===== src/sv/cce_pkg.sv =====
// Package for the CSV column extractor.
// Holds the parser phase type and the character constants; no dependencies.
package cce_pkg;

    // Parser phase within the current field
    typedef enum logic [1:0] {
        PH_START  = 2'd0,
        PH_PLAIN  = 2'd1,
        PH_QUOTED = 2'd2,
        PH_QSEEN  = 2'd3
    } phase_t;

    localparam logic [7:0] CH_SEMI  = 8'h3B;
    localparam logic [7:0] CH_PIPE  = 8'h7C;
    localparam logic [7:0] CH_QUOTE = 8'h22;
    localparam logic [7:0] CH_NUL   = 8'h00;

    localparam int unsigned BYTE_W   = 8;
    localparam int unsigned LEN_OUT_W = 9;
    localparam int unsigned VALUE_W  = 16;

endpackage


===== src/sv/cce_if.sv =====
// Valid/ready channel interfaces of the CSV column extractor.
// Character channel in, field result channel out; no dependencies.
interface cce_char_if;
    logic       valid;
    logic       ready;
    logic [7:0] data_byte;
    logic       line_end;

    modport source (output valid, data_byte, line_end, input ready);
    modport sink   (input valid, data_byte, line_end, output ready);
endinterface

interface cce_field_if;
    logic        valid;
    logic        ready;
    logic        byte_valid;
    logic [7:0]  out_byte;
    logic        field_done;
    logic        found;
    logic [8:0]  field_length;
    logic [15:0] lines_with_value;

    modport source (output valid, byte_valid, out_byte, field_done, found,
                    field_length, lines_with_value, input ready);
    modport sink   (input valid, byte_valid, out_byte, field_done, found,
                    field_length, lines_with_value, output ready);
endinterface


===== src/sv/csv_column_extractor.sv =====
// CSV column extractor: splits a character stream into fields and emits one column.
// Depends on cce_pkg and the channel interfaces in cce_if.sv.
//
// Usage: characters of a CSV line arrive one word per cycle on the text channel;
// a word with line_end set closes the line. Fields split on ';' or '|', and a
// field opening with a double quote runs to a quote followed by a delimiter or
// the line end. Each character of the column chosen by target_column leaves as
// a byte word on the field channel; at the end of that field, or of a line
// without it, a done word carries found, field_length and lines_with_value.
// User writes target_column (cfg_wr_en/cfg_wr_data) only while idle; not checked.
//
// Throughput: one character per cycle. A result word is loaded into the output
// register when its character is accepted and appears on the field channel in
// the next cycle. Words that cause no result only update the parser state.
// Stall: while a result waits in the output register and the receiver holds
// ready low, text.ready drops; when the receiver takes the word, a new
// character is taken in the same cycle.
// Reset: parser at field start, column 0, counters cleared, target_column 0,
// output register empty.
module csv_column_extractor #(
    parameter int unsigned FIELD_LEN_MAX = 511,
    parameter int unsigned COLUMN_MAX    = 255
) (
    input  logic                    clk,
    input  logic                    rst_n,
    input  logic                    cfg_wr_en,
    input  logic [cce_pkg::BYTE_W-1:0] cfg_wr_data,
    cce_char_if.sink                text,
    cce_field_if.source             field
);
    import cce_pkg::*;

    localparam int unsigned LW = $clog2(FIELD_LEN_MAX + 1);
    localparam int unsigned CW = $clog2(COLUMN_MAX + 1);

    // Parser state
    phase_t              phase_reg, phase_next;
    logic                finished_reg, finished_next;
    logic [CW-1:0]       col_reg, col_next;
    logic [LW-1:0]       len_reg, len_next;
    logic [VALUE_W-1:0]  val_reg, val_next;
    logic [BYTE_W-1:0]   target_reg;

    // Output register
    logic                out_valid_reg;
    logic                out_byte_valid_reg;
    logic [BYTE_W-1:0]   out_byte_reg;
    logic                out_done_reg;
    logic                out_found_reg;
    logic [LEN_OUT_W-1:0] out_len_reg;
    logic [VALUE_W-1:0]  out_lines_reg;

    logic acc, sel, is_delim, is_quote, is_nul, active, content_end;
    logic field_end_char, field_end, done_present, done_absent, emit, has_result;
    logic [CW+BYTE_W-1:0]    col_ext, tgt_ext;
    logic [LW+LEN_OUT_W-1:0] len_ext;

    // Accept while the output register is free or being emptied
    assign text.ready = !out_valid_reg || field.ready;
    assign acc        = text.valid && text.ready;

    // Decode the character and the current field
    assign is_delim = (text.data_byte == CH_SEMI) || (text.data_byte == CH_PIPE);
    assign is_quote = (text.data_byte == CH_QUOTE);
    assign is_nul   = (text.data_byte == CH_NUL);
    assign col_ext  = {{BYTE_W{1'b0}}, col_reg};
    assign tgt_ext  = {{CW{1'b0}}, target_reg};
    assign sel      = (col_ext == tgt_ext);
    assign len_ext  = {{LEN_OUT_W{1'b0}}, len_reg};

    // Classify the events that this word causes
    assign active         = !text.line_end && !finished_reg && !is_nul;
    assign content_end    = !finished_reg && (text.line_end || is_nul);
    assign field_end_char = active && is_delim && (phase_reg != PH_QUOTED);
    assign field_end      = field_end_char || (content_end && (phase_reg != PH_START));
    assign done_present   = field_end && sel;
    assign done_absent    = content_end && !done_present;
    assign emit = active && sel && !field_end_char
               && !(is_quote && (phase_reg == PH_START || phase_reg == PH_QUOTED));
    assign has_result = emit || done_present || done_absent;

    // Next parser phase
    always_comb
    begin
        phase_next = phase_reg;
        if (text.line_end || content_end || field_end_char)
        begin
            phase_next = PH_START;
        end
        else if (active)
        begin
            unique case (phase_reg)
                PH_START:  phase_next = is_quote ? PH_QUOTED : PH_PLAIN;
                PH_PLAIN:  phase_next = PH_PLAIN;
                PH_QUOTED: phase_next = is_quote ? PH_QSEEN : PH_QUOTED;
                PH_QSEEN:  phase_next = PH_QUOTED;
                default:   phase_next = PH_START;
            endcase
        end
    end

    // Next counters and line status
    always_comb
    begin
        col_next      = col_reg;
        len_next      = len_reg;
        val_next      = val_reg;
        finished_next = finished_reg;
        if (field_end && !sel && (col_reg < CW'(COLUMN_MAX)))
        begin
            col_next = col_reg + 1'b1;
        end
        if (emit && (len_reg < LW'(FIELD_LEN_MAX)))
        begin
            len_next = len_reg + 1'b1;
        end
        if (done_present && (len_reg != '0) && (val_reg != {VALUE_W{1'b1}}))
        begin
            val_next = val_reg + 1'b1;
        end
        if (done_present || done_absent)
        begin
            finished_next = 1'b1;
        end
        if (text.line_end)
        begin
            col_next      = '0;
            len_next      = '0;
            finished_next = 1'b0;
        end
    end

    // Hold the parser state
    always_ff @(posedge clk or negedge rst_n)
    begin
        if (!rst_n)
        begin
            phase_reg    <= PH_START;
            finished_reg <= 1'b0;
            col_reg      <= '0;
            len_reg      <= '0;
            val_reg      <= '0;
        end
        else if (acc)
        begin
            phase_reg    <= phase_next;
            finished_reg <= finished_next;
            col_reg      <= col_next;
            len_reg      <= len_next;
            val_reg      <= val_next;
        end
    end

    // Hold the column register
    always_ff @(posedge clk or negedge rst_n)
    begin
        if (!rst_n)
        begin
            target_reg <= '0;
        end
        else if (cfg_wr_en)
        begin
            target_reg <= cfg_wr_data;
        end
    end

    // Advance the output valid flag
    always_ff @(posedge clk or negedge rst_n)
    begin
        if (!rst_n)
        begin
            out_valid_reg <= 1'b0;
        end
        else if (acc && has_result)
        begin
            out_valid_reg <= 1'b1;
        end
        else if (field.ready)
        begin
            out_valid_reg <= 1'b0;
        end
    end

    // Load the result word
    always_ff @(posedge clk)
    begin
        if (acc && has_result)
        begin
            out_byte_valid_reg <= emit;
            out_byte_reg       <= emit ? text.data_byte : '0;
            out_done_reg       <= !emit;
            out_found_reg      <= done_present;
            out_len_reg        <= done_present ? len_ext[LEN_OUT_W-1:0] : '0;
            out_lines_reg      <= emit ? '0 : val_next;
        end
    end

    assign field.valid            = out_valid_reg;
    assign field.byte_valid       = out_byte_valid_reg;
    assign field.out_byte         = out_byte_reg;
    assign field.field_done       = out_done_reg;
    assign field.found            = out_found_reg;
    assign field.field_length     = out_len_reg;
    assign field.lines_with_value = out_lines_reg;

    // Checks
    a_len_sat: assert property (@(posedge clk) disable iff (!rst_n)
        len_reg <= LW'(FIELD_LEN_MAX))
        else $error("field length counter passed its limit");

    a_line_restart: assert property (@(posedge clk) disable iff (!rst_n)
        acc && text.line_end |=> col_reg == '0 && !finished_reg && phase_reg == PH_START)
        else $error("line end did not restart the parser");

    a_value_mono: assert property (@(posedge clk) disable iff (!rst_n)
        1'b1 |=> val_reg >= $past(val_reg))
        else $error("line value count decreased");

    a_one_kind: assert property (@(posedge clk) disable iff (!rst_n)
        out_valid_reg |-> out_byte_valid_reg != out_done_reg)
        else $error("result word is neither a byte nor a done word");

    a_emit_sel: assert property (@(posedge clk) disable iff (!rst_n)
        acc && emit |=> out_valid_reg && out_byte_valid_reg && $past(sel))
        else $error("byte emitted outside the selected column");

endmodule


===== src/flat_wrapper.sv =====
// flat-port wrapper written by rule: the top's interface ports become plain ports
module csv_column_extractor_flat import cce_pkg::*;
#(
    parameter int unsigned FIELD_LEN_MAX = 511,
    parameter int unsigned COLUMN_MAX    = 255
)
  (clk, rst_n, cfg_wr_en, cfg_wr_data, text_valid, text_data_byte, text_line_end, text_ready, field_valid, field_byte_valid, field_out_byte, field_field_done, field_found, field_field_length, field_lines_with_value, field_ready);
  cce_char_if text_i ();
  cce_field_if field_i ();
  input  logic clk;
  input  logic rst_n;
  input  logic cfg_wr_en;
  input  logic [cce_pkg::BYTE_W-1:0] cfg_wr_data;
  input wire logic [$bits(text_i.valid)-1:0] text_valid;
  input wire logic [$bits(text_i.data_byte)-1:0] text_data_byte;
  input wire logic [$bits(text_i.line_end)-1:0] text_line_end;
  output wire logic [$bits(text_i.ready)-1:0] text_ready;
  output wire logic [$bits(field_i.valid)-1:0] field_valid;
  output wire logic [$bits(field_i.byte_valid)-1:0] field_byte_valid;
  output wire logic [$bits(field_i.out_byte)-1:0] field_out_byte;
  output wire logic [$bits(field_i.field_done)-1:0] field_field_done;
  output wire logic [$bits(field_i.found)-1:0] field_found;
  output wire logic [$bits(field_i.field_length)-1:0] field_field_length;
  output wire logic [$bits(field_i.lines_with_value)-1:0] field_lines_with_value;
  input wire logic [$bits(field_i.ready)-1:0] field_ready;
  assign text_i.valid = text_valid;
  assign text_i.data_byte = text_data_byte;
  assign text_i.line_end = text_line_end;
  assign text_ready = text_i.ready;
  assign field_valid = field_i.valid;
  assign field_byte_valid = field_i.byte_valid;
  assign field_out_byte = field_i.out_byte;
  assign field_field_done = field_i.field_done;
  assign field_found = field_i.found;
  assign field_field_length = field_i.field_length;
  assign field_lines_with_value = field_i.lines_with_value;
  assign field_i.ready = field_ready;
  csv_column_extractor #(.FIELD_LEN_MAX(FIELD_LEN_MAX), .COLUMN_MAX(COLUMN_MAX)) u_core (.clk(clk), .rst_n(rst_n), .cfg_wr_en(cfg_wr_en), .cfg_wr_data(cfg_wr_data), .text(text_i), .field(field_i));
endmodule

===== config.mk =====
export PLATFORM = sky130hd
export DESIGN_NAME = csv_column_extractor_flat
export DESIGN_NICKNAME = d
export VERILOG_FILES = /design/src/sv/cce_pkg.sv /design/src/sv/cce_if.sv /design/src/sv/csv_column_extractor.sv /design/src/flat_wrapper.sv
export SDC_FILE = /design/constraint.sdc
export NUM_CORES = 1
export LEC_CHECK = 0
export ABC_AREA = 1
export BUFFER_PORTS_ARGS = -buffer_cell sky130_fd_sc_hd__clkbuf_2
export CAP_MARGIN = 20
export CORE_MARGIN = 2
export CORE_UTILIZATION = 58
export DETAILED_ROUTE_END_ITERATION = 10
export MAX_ROUTING_LAYER = met4
export PLACE_DENSITY = 0.8
export SLEW_MARGIN = 20
export SYNTH_ARGS = -nofsm -noshare
export SYNTH_HDL_FRONTEND = slang
export SYNTH_SLANG_ARGS = --single-unit

===== constraint.sdc =====
create_clock -name clk -period 3.4 [get_ports clk]
set_clock_uncertainty 0.05 [all_clocks]
set_input_delay 0.68 -clock clk [delete_from_list [all_inputs] [get_ports clk]]
set_output_delay 0.68 -clock clk [all_outputs]
set_load 0.02 [all_outputs]

; Word-level counts from Yosys, hierarchy flattened
; Cells that the tools add are included.
[word_totals]
out_inout_bits = 38
regBits = 81
[op_classes]
mux = 14
order_cmp = 2
eq_ne = 9
n_addsub = 3
reduce_logical = 51
[ops]
columns = operator, n
row1 = $logic_and 1x1->1, 19
row2 = $mux 9, 2
row3 = $add 16x1->16 const B, 1
row4 = $eq 8x6->1 const B, 2
row5 = $mux 16, 1
row6 = $mux 8, 2
row7 = $ne 16x16->1 const B, 1
row8 = $reduce_bool 2->1, 6
row9 = $logic_or 1x1->1, 10
row10 = $add 9x1->9 const B, 1
row11 = $logic_not 1->1, 9
row12 = $lt 9x9->1 const B, 1
row13 = $reduce_bool 9->1, 1
row14 = $add 8x1->8 const B, 1
row15 = $eq 8x7->1 const B, 1
row16 = $eq 8x8->1, 1
row17 = $logic_not 8->1, 1
row18 = $lt 8x8->1 const B, 1
row19 = $pmux 2 s4, 1
row20 = $reduce_and 2->1, 4
row21 = $mux 2, 3
row22 = $mux 1, 5
row23 = $eq 2x2->1 const B, 2
row24 = $eq 2x1->1 const B, 1
row25 = other kinds (2), 2

; Logic depth before layout (Yosys ltp)
[logic_depth]
word_depth = 12
mapped_depth = 13
depth_no_buf = 13

; Worst setup path before layout
; OpenSTA, ideal clock, no wires.
[synth_timing]
path_type = input to register
start = in text_data_byte[7]
end = reg u_core.out_byte_valid_reg (netlist: u_core.field.byte_valid), enable pin
n_path_buf = 0
arrival_time_ns = 2.298
setup_time_ns = 0.394
slack_ns = 0.658
stages = 9
cell_sequence = nor2_1 -> nand2_2 -> o21ai_2 -> nand3_1 -> nand2_4 -> nand2_1 -> o21ai_0 -> nand2_1 -> nand2_1
[synth_via]
elab_chain_cells = 11
[synth_rtl]
columns = item, line_no
row1 = from (decl), flat_wrapper.sv:15  ; input wire logic [$bits(text_i.data_byte)-1:0] text_data_byte;
row2 = $logic_not 8->1, csv_column_extractor.sv:65  ; assign is_nul = (text.data_byte == CH_NUL);
row3 = $logic_not 1->1, csv_column_extractor.sv:72  ; assign active = !text.line_end && !finished_reg && !is_nul;
row4 = $logic_and 1x1->1, csv_column_extractor.sv:72
row5 = $logic_and 1x1->1 (2 in a row), csv_column_extractor.sv:74  ; assign field_end_char = active && is_delim && (phase_reg != PH_QUOTED);
row6 = $logic_not 1->1 or $logic_or 1x1->1 (tied branches), "csv_column_extractor.sv:78, csv_column_extractor.sv:75"
row7 = "$logic_and 1x1->1, on equally long branches", "csv_column_extractor.sv:78, csv_column_extractor.sv:76"
row8 = $logic_and 1x1->1 or $logic_not 1->1 (tied branches), "csv_column_extractor.sv:79, csv_column_extractor.sv:77"
row9 = $logic_or 1x1->1 or $logic_and 1x1->1 (tied branches), "csv_column_extractor.sv:80, csv_column_extractor.sv:77"
row10 = $logic_or 1x1->1 *, csv_column_extractor.sv:80  ; assign has_result = emit || done_present || done_absent;
row11 = $logic_and 1x1->1 *, csv_column_extractor.sv:187  ; if (acc && has_result)
row12 = to (signal assigned), csv_column_extractor.sv:189  ; out_byte_valid_reg <= emit;
row13 = to (decl), csv_column_extractor.sv:46  ; logic out_byte_valid_reg;
; Every way passes the cells marked *; elsewhere a longest branch is shown, timed or not.
; A chain may end at the register's enable or synchronous reset.

; Worst setup path after layout
[layout_timing]
start = in text_line_end
end = reg u_core.out_len_reg[6] (netlist: u_core.field.field_length[6]), enable pin
[layout_via]
elab_chain_cells = 11
[layout_rtl]
columns = item, line_no
row1 = from (decl), flat_wrapper.sv:16  ; input wire logic [$bits(text_i.line_end)-1:0] text_line_end;
row2 = $logic_not 1->1, csv_column_extractor.sv:72
row3 = $logic_and 1x1->1 (2 in a row), csv_column_extractor.sv:72
row4 = $logic_and 1x1->1 (2 in a row), csv_column_extractor.sv:74
row5 = $logic_not 1->1 or $logic_or 1x1->1 (tied branches), "csv_column_extractor.sv:78, csv_column_extractor.sv:75"
row6 = "$logic_and 1x1->1, on equally long branches", "csv_column_extractor.sv:78, csv_column_extractor.sv:76"
row7 = $logic_and 1x1->1 or $logic_not 1->1 (tied branches), "csv_column_extractor.sv:79, csv_column_extractor.sv:77"
row8 = $logic_or 1x1->1 or $logic_and 1x1->1 (tied branches), "csv_column_extractor.sv:80, csv_column_extractor.sv:77"
row9 = $logic_or 1x1->1 *, csv_column_extractor.sv:80
row10 = $logic_and 1x1->1 *, csv_column_extractor.sv:187
row11 = to (signal assigned), csv_column_extractor.sv:193  ; out_len_reg <= done_present ? len_ext[LEN_OUT_W-1:0] : '0;
row12 = to (decl), csv_column_extractor.sv:50  ; logic [LEN_OUT_W-1:0] out_len_reg;
; Marked as above.

==> flow_summary.yaml <==
placement:
  gp_congestion: 0.916
  io_buffers: 59
  dp_hpwl_um: 7220
  dp_slack_ns: 0.523
clock_tree:
  cts_tree: "yes"
  clk_latency_ns: 0.36
  cts_root_buffer: "clkbuf_8"
  max-clock-path-buffers: 2
  cts_resized: 0
  cts.htree.levels: 3
  post-cts-setup-buffer-count: 0
  cts_made_buffers: 9
  clkTransAtPathRegs_ns: 0.08
  hold_buffers: 0
  clkSinkCount: 81
floorplanning:
  core.rowCount: 32
  dieArea_um2: 8560
  die_width_um: 92.5
  core_um2: 7650
  start_util_pct: 59.4
  io_pins: 60
  die_y_um: 92.5
cells_and_area:
  nNetsFinal: 639
  syn2layout_area_growth_pct: 14.3
  fillers: 627
  drive_gt1_share_pct: 20.2
  antenna_cells: 0
logic_synthesis:
  synth_top_area_cell: "dfrtp_1"
  synth_area_per_cell_um2: 8.25
  netlist_area_um2: 4550
  ys_top_cells_by_count: "nand2_1, nor2_1, inv_1"
  synth_top_area_share_pct: 24.8
  synth-edff-count: 36
  synth_most_common_cell: "nand2_1"
  synth_cells: 551
  ys_ff_latch: 81
  synth_nets: 577
  synth.distinct_cells: 38
  yosysSeqAreaShare_pct: 48.6
  synth_area_leaders: "dfrtp_1, edfxtp_1, nand2_1"
  synth_ff_type: "dfrtp_1"
  async_reset_ff_share_pct: 55.6
  ys_warn_count: 0
timing:
  relSlewSlack_pct: 48.2
  min_period_ns: 2.55
  drv_slew: 0
  setup_tns_ns: 0
  timing.final.hold_violations: 0
  tightest_slew_ns: 0.777
  layout_setup_ws_ns: 0.855
  max_freq_ghz: 0.393
  rsz0062_at_grt: "false"
  final-setup-viol-count: 0
  post-route-period-util_pct: 74.9
critical_path:
  slowest_delay_ns: 0.28
  path_buf_inv: 3
  crit_path_start_kind: "primary input"
  worstPathArrival_ns: 2.54
  crit_family: "simple AND/OR/NAND/NOR gates"
  end_kind: "flop"
  cpMostUsedCell: "nand2_1"
  cpMaxStageDelayCell: "buf_4"
  crit_required_ns: 3.39
  path_class: "in2reg"
  critical_path_peak_fanout: 22
  path_cells: "clkbuf_2 > inv_1 > nand2_1 > nor2_4 > nand3_2 > nand2_4 > nand2_1 > o21ai_0 > nand2_1 > nand2_1 > buf_4"
routing:
  vias: 3857
  vias_per_cell: 5.36
  dr.pass1.iters: 5
  wl_per_cell_um: 13.9
  ant_nets: 0
  drt-initial-drc-count: 319
  drc: 0
  drt_wl_total_um: 9980
global_routing:
  grt_pass1_vias: 3736
  track_usage_pct: 25.7
  globalRoute.totalOverflow: 0
  grt_max_degree: 32
  antenna_found_initial: 0
  grt_pass1_wl_um: 16700
job:
  maxCapViolations: 0
min_path:
  hold_path_class: "in2async"
pwr:
  powerDensity_nw_per_um2: 486
  ir_drop_mv: 0.233
  power.leakage_nw: 2.50
outcome:
  status: "finished, final reports clean"
==> per-layer routing <==
metal | GRT usage (%) | wire (um) | part of all wire, %
met2 | 40.9 | 4770 | 48
met3 | 5.04 | 573 | 5.7
met5 | - | 0 | 0
met1 | 32.6 | 4360 | 44
met4 | 10.4 | 279 | 2.8
==> final timing paths <==
path                       cells past startpoint  slack (ns)               from                           end
setup / recovery                              11        0.85      text_line_end  u_core.field.field_length[6]
hold / removal                                 1        0.33              rst_n          u_core.target_reg[2]
setup reg to reg                              10        0.95  u_core.col_reg[2]  u_core.field.field_length[6]
hold reg to reg                                2        0.47  u_core.val_reg[3]             u_core.val_reg[3]
max in group asynchronous                      2        2.25              rst_n             u_core.val_reg[9]
min in group clk                               2        0.47  u_core.val_reg[3]             u_core.val_reg[3]
==> power breakdown <==
group	total (mW)	leakage [nW]	switching, mW	internal [mW]
sequential	1.19	0.942	0.0755	1.12
clock	0.925	0.130	0.362	0.563
combinational	0.409	1.43	0.271	0.137
==> placed cells by master (no fill, tap or decap), types with 11 or more instances in the layout <==
master,count
nand2_2,11
clkbuf_2,59
nor2_1,67
inv_1,56
xor2_1,15
nand4_1,15
nand3_1,40
nand2_1,165
dfrtp_1,45
edfxtp_1,36
==> worst reg2reg max path, stage by stage (launching register included) <==
cell,delay (ns)
dfrtp_1,0.46
xor2_1,0.19
nor2_1,0.13
nand2_1,0.08
nor2_2,0.11
buf_4,0.22
nand2_1,0.25
o21ai_0,0.15
nand2_1,0.11
nand2_1,0.10
buf_4,0.28
==> cell type report <==
type,instances,area (um2),share of cell area [%]
Sequential cell,81,2210,42.5
Multi-Input combinational cell,393,2010,38.8
Tap cell,102,128,2.46
Timing Repair Buffer,65,340,6.55
Inverter,63,241,4.65
Clock inverter,7,141,2.72
Clock buffer,9,124,2.38
==> cells by family after synthesis <==
kind of cell / after synthesis / share of synthesized area [%]
mux: 8 / 1.98
simple gates: 333 / 33.6
fa+ha+maj: 4 / 1.10
flops: 81 / 48.6
compound gates: 25 / 3.17
xor+xnor: 23 / 4.43
buf+inv: 77 / 7.16
==> stage by stage <==
stage / util (%) / std cells / area (um2) / hold WS, ns / power, mW
2_1_floorplan: - / 551 / 4550 / 0.334 / 1.49
3_3_place_gp: 64.5 / 704 / 4930 / 0.445 / 1.60
3_5_place_dp: 64.5 / 704 / 4930 / 0.450 / 1.62
4_1_cts: 67.9 / 720 / 5190 / 0.356 / 2.53
5_1_grt: 67.9 / 720 / 5190 / 0.382 / 2.64
6_report: 67.9 / 720 / 5190 / 0.334 / 2.53
Power figures use the tool's default switching activity.
